==> config.mk <==
export PLATFORM = sky130hd
export DESIGN_NAME = cidt_ext_chain
export DESIGN_NICKNAME = d
export VERILOG_FILES = /design/src/hdl/cidt_pkg.sv /design/src/hdl/cidt_cell.sv /design/src/hdl/cidt_ext_chain.sv
export VERILOG_INCLUDE_DIRS = /design/src /design/src/hdl
export SDC_FILE = /design/constraint.sdc
export NUM_CORES = 2
export LEC_CHECK = 0
export BUFFER_PORTS_ARGS = -buffer_cell sky130_fd_sc_hd__buf_2
export CORE_UTILIZATION = 55
export DETAILED_ROUTE_END_ITERATION = 16
export GPL_TIMING_DRIVEN = 0
export PLACE_DENSITY = 0.81
export SLEW_MARGIN = 20
export SYNTH_ARGS = -nofsm -noshare
export SYNTH_HDL_FRONTEND = slang
export SYNTH_SLANG_ARGS = --single-unit
==> constraint.sdc <==
create_clock -name clk -period 6.5 [get_ports clk]
set_clock_uncertainty 0.15 [all_clocks]
set_input_delay 0.975 -clock clk [delete_from_list [all_inputs] [get_ports clk]]
set_output_delay 0.975 -clock clk [all_outputs]
set_load 0.03 [all_outputs]
==> src/hdl/can_id_dispatch_table_macros.svh <==
// Assertion macros shared by the CAN identifier dispatch table RTL.
// Each expects clk and an active-low rst_n in the scope of use.
`ifndef CAN_ID_DISPATCH_TABLE_MACROS_SVH
`define CAN_ID_DISPATCH_TABLE_MACROS_SVH

// condition holds at every clock edge out of reset
`define CIDT_ASSERT_ALWAYS(lbl, cond, msg) \
  lbl: assert property (@(posedge clk) disable iff (!rst_n) (cond)) else $error(msg);

// consequent holds in the same cycle as the antecedent
`define CIDT_ASSERT_IMPL(lbl, ante, cons, msg) \
  lbl: assert property (@(posedge clk) disable iff (!rst_n) (ante) |-> (cons)) \
    else $error(msg);

`endif

==> src/hdl/cidt_pkg.sv <==
// Shared types and constants of the CAN identifier dispatch table.
// No dependencies; used by every module of the block.
`default_nettype none

package cidt_pkg;

  localparam int STD_ENTRIES_DEF = 32;
  localparam int EXT_ENTRIES_DEF = 16;
  localparam int STD_ID_SPACE    = 2048;
  localparam int STD_ID_W        = $clog2(STD_ID_SPACE);

  localparam int IDENT_W = 29;
  localparam int BUS_W   = 2;
  localparam int TAG_W   = 8;
  localparam int SLOT_W  = 5;

  localparam logic CMD_REGISTER = 1'b0;
  localparam logic CMD_ROUTE    = 1'b1;

  localparam logic [1:0] KIND_REG  = 2'd0;
  localparam logic [1:0] KIND_HIT  = 2'd1;
  localparam logic [1:0] KIND_MISS = 2'd2;

  localparam logic [2:0] STAT_OK         = 3'd0;
  localparam logic [2:0] STAT_FULL       = 3'd1;
  localparam logic [2:0] STAT_TOO_LARGE  = 3'd2;
  localparam logic [2:0] STAT_TAKEN      = 3'd3;
  localparam logic [2:0] STAT_NO_HANDLER = 3'd4;

  typedef struct packed {
    logic               cmd;
    logic               id_is_ext;
    logic [IDENT_W-1:0] can_ident;
    logic [IDENT_W-1:0] accept_mask;
    logic [BUS_W-1:0]   bus_num;
    logic               has_handler;
    logic [TAG_W-1:0]   handler_tag;
  } in_item_t;

  typedef struct packed {
    logic [1:0]        kind;
    logic [2:0]        status;
    logic [SLOT_W-1:0] slot;
    logic              slot_is_ext;
    logic [TAG_W-1:0]  tag_out;
    logic              last;
  } out_item_t;

  // key travelling down the extended-entry chain
  typedef struct packed {
    logic               vld;
    logic [IDENT_W-1:0] ident;
    logic [BUS_W-1:0]   bus;
  } probe_t;

  typedef struct packed {
    logic [IDENT_W-1:0] ident;
    logic [IDENT_W-1:0] mask;
    logic [BUS_W-1:0]   bus;
    logic [TAG_W-1:0]   tag;
  } ext_entry_t;

  typedef enum logic [2:0] {
    S_CLEAR,
    S_IDLE,
    S_LOOKUP,
    S_CHECK,
    S_INFO,
    S_SCAN,
    S_EMIT
  } state_t;

endpackage

`default_nettype wire

==> src/hdl/cidt_cell.sv <==
// One extended-table cell: holds an entry and a probe register, compares them.
// Depends on cidt_pkg.
`default_nettype none

module cidt_cell #(
  parameter int IDX   = 0,
  parameter int CNT_W = 5
) (
  input  wire logic                            clk,
  input  wire logic                            rst_n,
  input  wire logic                            adv,
  input  wire cidt_pkg::probe_t                probe_in,
  output cidt_pkg::probe_t                     probe_out,
  input  wire logic [CNT_W-1:0]                count,
  input  wire logic                            wr_req,
  input  wire cidt_pkg::ext_entry_t            wr_data,
  output logic                                 hit,
  output logic [cidt_pkg::TAG_W-1:0]           tag
);

  cidt_pkg::probe_t     probe_r;
  cidt_pkg::ext_entry_t ent_r;
  logic                 live;

  // slot is populated once the fill count has passed it
  assign live = count > CNT_W'(IDX);

  always_ff @(posedge clk) begin
    if (!rst_n) begin
      probe_r <= '0;
    end else if (adv) begin
      probe_r <= probe_in;
    end
  end

  always_ff @(posedge clk) begin
    if (wr_req && (count == CNT_W'(IDX))) begin
      ent_r <= wr_data;
    end
  end

  assign hit = probe_r.vld && live && (ent_r.bus == probe_r.bus) &&
               ((probe_r.ident & ent_r.mask) == (ent_r.ident & ent_r.mask));
  assign tag       = ent_r.tag;
  assign probe_out = probe_r;

endmodule

`default_nettype wire

==> src/hdl/cidt_ext_chain.sv <==
// Row of extended-table cells; a probe walks one cell per advance.
// Depends on cidt_pkg, cidt_cell and the assertion macro header.
`default_nettype none
`include "can_id_dispatch_table_macros.svh"

module cidt_ext_chain #(
  parameter int EXT_ENTRIES = cidt_pkg::EXT_ENTRIES_DEF,
  localparam int ECW = $clog2(EXT_ENTRIES + 1),
  localparam int ESW = (EXT_ENTRIES > 1) ? $clog2(EXT_ENTRIES) : 1
) (
  input  wire logic                       clk,
  input  wire logic                       rst_n,
  input  wire logic                       adv,
  input  wire cidt_pkg::probe_t           probe_in,
  input  wire logic [ECW-1:0]             count,
  input  wire logic                       wr_req,
  input  wire cidt_pkg::ext_entry_t       wr_data,
  output logic                            hit_vld,
  output logic [ESW-1:0]                  hit_idx,
  output logic [cidt_pkg::TAG_W-1:0]      hit_tag,
  output logic                            busy,
  output logic                            tail_vld
);

  cidt_pkg::probe_t              link [EXT_ENTRIES+1];
  logic [EXT_ENTRIES-1:0]        hit_vec;
  logic [EXT_ENTRIES-1:0]        pvld_vec;
  logic [cidt_pkg::TAG_W-1:0]    tag_vec [EXT_ENTRIES];

  assign link[0] = probe_in;

  for (genvar g = 0; g < EXT_ENTRIES; g++) begin : g_cell
    cidt_cell #(
      .IDX   (g),
      .CNT_W (ECW)
    ) u_cell (
      .clk       (clk),
      .rst_n     (rst_n),
      .adv       (adv),
      .probe_in  (link[g]),
      .probe_out (link[g+1]),
      .count     (count),
      .wr_req    (wr_req),
      .wr_data   (wr_data),
      .hit       (hit_vec[g]),
      .tag       (tag_vec[g])
    );
    assign pvld_vec[g] = link[g+1].vld;
  end

  // only one probe is in flight, so at most one cell reports
  always_comb begin
    hit_vld = 1'b0;
    hit_idx = '0;
    hit_tag = '0;
    for (int i = 0; i < EXT_ENTRIES; i++) begin
      if (hit_vec[i]) begin
        hit_vld = 1'b1;
        hit_idx = ESW'(i);
        hit_tag = tag_vec[i];
      end
    end
  end

  assign busy     = |pvld_vec;
  assign tail_vld = link[EXT_ENTRIES].vld;

  `CIDT_ASSERT_ALWAYS(a_one_probe, $onehot0(pvld_vec), "more than one probe in chain")
  `CIDT_ASSERT_ALWAYS(a_one_hit, $onehot0(hit_vec), "more than one cell hit at once")

endmodule

`default_nettype wire

==> flow_metrics.py <==
metrics = {
    "cells_and_area": {
        "multiInputGateArea_sq_mm": 0.0169,
        "final_core_util": 0.633,
        "final_layout_size_suffix_gt1_frac": 0.101,
        "layout.area.seq_sq_mm": 0.0429,
        "final.fill_count": 7398,
        "area_delta_synth_final_pct": 14.0,
        "postLayoutCellArea_sq_mm": 0.0689,
        "final_nets": 4315,
    },
    "worst_setup_path": {
        "critical_path_peak_fanout": 10,
        "critical_path_arrival_ns": 4.94,
        "worst-path-buf-inv": 4,
        "critical_path.top_delay_family": "simple AND/OR/NAND/NOR gates",
        "timing.critical_path.cells": "buf_2, buf_2, nor2b_1, a32oi_1, and3_1, nand4_1, clkbuf_1, nor2_1, nor3_1, o211ai_1, a311oi_1, buf_2",
        "critical-path-top-cell-by-count": "buf_2",
        "critical-path-max-stage-delay_ns": 0.80,
        "element_type_at_the_critical_path_end": "primary output",
        "cp-start-kind": "input port",
        "critical-path-slowest-cell": "nor2b_1",
        "kind_of_critical_path": "in2out",
        "critical_path_required_ns": 5.37,
    },
    "power": {
        "total_leakage_power_nw": 25.5,
        "power-per-cell-area_mw_per_mm2": 304,
        "peak_vdd_ir_v": 0.000317,
    },
    "timing": {
        "timing.fmax_ghz": 0.165,
        "relSlewSlack": 0.230,
        "worst_margin_pin_slew_ns": 1.16,
        "period_share": 0.933,
        "finalCriticalPeriod_ns": 6.06,
        "finalSetupViolations": 0,
        "hold_slack_ns": 0.322,
        "slew_violations": 0,
        "hold_viol": 0,
        "rsz0062_at_grt": "false",
    },
    "clocking": {
        "cts_repair_resize_count": 0,
        "hold_buffers": 0,
        "htree_levels": 4,
        "clkTransAtPathRegs_ns": 0.07,
        "tritoncts_clock_tree": "built",
        "clk_path_buf_depth": 3,
        "cts_sinks": 1600,
        "number_of_post_cts_setup_repair_buffers": 0,
        "cts-buffers-inserted": 152,
        "root_buffer_cell": "clkbuf_16",
        "worst_skew_pair.late_latency_ns": 0.78,
    },
    "synth": {
        "synth.most_common_cell": "edfxtp_1",
        "postSynthAreaPerCell_sq_um": 15.5,
        "seq_area_frac_synth": 0.711,
        "mappedNetlistNets": 4006,
        "synth-edff-count": 1088,
        "post_synth_instance_area_sq_mm": 0.0604,
        "synth_top_cell_by_area": "edfxtp_1",
        "synth.ff_latch_count": 1600,
        "yosys_top_cell_area_share": 0.541,
        "number_of_cells_produced_by_synthesis": 3897,
        "synth_async_sr_flop_share": 0,
        "postSynth.topFlopCell": "edfxtp_1",
        "synth-warning-count": 0,
        "synth_common_cells": "edfxtp_1, nor2b_1, mux2i_1",
        "synth.lib_cells_used.distinct": 60,
        "synth_top_cells_by_area": "edfxtp_1, dfxtp_1, mux2i_1, xor2_1, nor2b_1",
    },
    "placement": {
        "placedInstanceArea_sq_mm": 0.0637,
        "buffer_ports.inserted": 120,
        "gp_routability_congestion": 0.870,
        "detailed_placement_hpwl_mm": 110,
    },
    "floorplan": {
        "design.die.area_sq_mm": 0.111,
        "die_width_um": 333,
        "core_area_sq_mm": 0.109,
        "floorplan.die.height_um": 333,
        "fp-row-count": 121,
        "starting_density_of_the_core": 0.555,
        "design.portCount": 124,
    },
    "drt": {
        "vias_per_cell": 6.15,
        "drt.antenna.violating_nets": 0,
        "totalWireLength_mm": 173,
        "detailroute.via_count": 35400,
        "drc_errors": 0,
        "detailedRoute.firstIterationViolations": 5524,
        "routed_wirelength_normalized_by_instance_count_um": 30.0,
        "drt_first_pass_iters": 6,
    },
    "grt": {
        "grt_start_max_net_pins": 33,
        "grt-ovfl-total": 0,
        "grt_first_pass_wirelength_mm": 243,
        "antenna_found_initial": 26,
        "grtUsageTotal": 0.311,
        "grt_pass1_vias": 34300,
    },
    "min_path": {
        "worst_hold_path_type": "in2reg",
    },
    "status": {
        "status": "finished clean",
    },
    "job": {
        "drv.max_cap_violation_count": 0,
    },
}
cell usage in the layout (no fill, tap or decap), types with 12 or more instances in the layout:
cell type	netlist	routed
nand2_1	53	53
dfxtp_1	512	512
nor2b_1	515	515
bufinv_16	0	12
nor2_4	0	16
clkinv_1	0	18
mux2i_1	514	514
a21oi_1	30	30
xor2_1	471	471
a22oi_1	79	79
clkbuf_16	0	157
a22o_1	65	65
nor2_1	85	69
buf_2	11	131
o211ai_1	12	12
a221oi_1	66	66
clkinv_2	0	20
inv_1	23	23
edfxtp_1	1088	1088
buf_12	0	24
xnor2_1	25	25
clkbuf_1	86	127
nand3_1	39	39
nand4_1	26	26
clkbuf_8	0	14
buf_1	41	41
logic make-up (layout without fill, tap and decap cells):
group           after synthesis  in the layout  share of synthesized area
other cells                   0              8                          0
mux                         521            521                     0.0865
buf+inv                     165            606                     0.0108
simple gates                793            793                     0.0772
flops                      1600           1600                      0.711
xor+xnor                    496            496                     0.0719
compound gates              322            322                     0.0429
power breakdown:
| part | internal (W) | switching (W) |
|---|---|---|
| combinational | 0.000216 | 0.000551 |
| clock | 0.00515 | 0.00396 |
| sequential | 0.0110 | 0.0000635 |
layout make-up:
cell class	count	area share
sequential	1600	0.623
timing repair buffer	155	0.0201
clock inverter	74	0.0131
antenna	8	0.000291
tap	1414	0.0257
buffer	142	0.00821
inverter	23	0.00125
multi-input combinational	2132	0.246
clock buffer	212	0.0621
per-layer routing:
layer / up-vias / wire [um] / GRT usage
met5: - / 50 / 0
met4: 8 / 8660 / 0.147
met3: 453 / 21600 / 0.0600
met2: 2391 / 78400 / 0.474
met1: 17600 / 64300 / 0.431
li1: 15000 / - / -
path summary, 6_finish.rpt:
kind                                                   endpoint                       startpoint  slack (ns)  cells past startpoint
worst max-delay path                                 hit_tag[7]                         count[1]        0.44                     12
worst min-delay path              g_cell[0].u_cell.probe_out[5]                      probe_in[5]        0.32                      3
worst max register to register   g_cell[13].u_cell.probe_out[4]   g_cell[13].u_cell.probe_out[4]        5.41                      2
worst min register to register  g_cell[15].u_cell.probe_out[22]  g_cell[15].u_cell.probe_out[22]        0.39                      2
stage by stage:
stage	power (W)	std cells	setup TNS [ns]	worst slack, ns
finish	0.0209	5760	0	0.437
global placement	0.0120	5431	-424.71	-0.863
floorplan	0.0115	3897	0	1.41
CTS	0.0209	5752	0	0.545
global route	0.0213	5752	0	0.295
detailed placement	0.0120	5466	0	0.590
sequential cells by signal, indices dropped and copies added (netlist names):
name / cells
g_cell.u_cell.tag: 128
g_cell.u_cell.ent_r: 960
g_cell.u_cell.probe_out: 512
worst min-delay path, stage by stage:
cell	delay, ns
buf_2	0.07
mux2i_1	0.06
nor2b_1	0.10
Power figures use the tool's default switching activity.
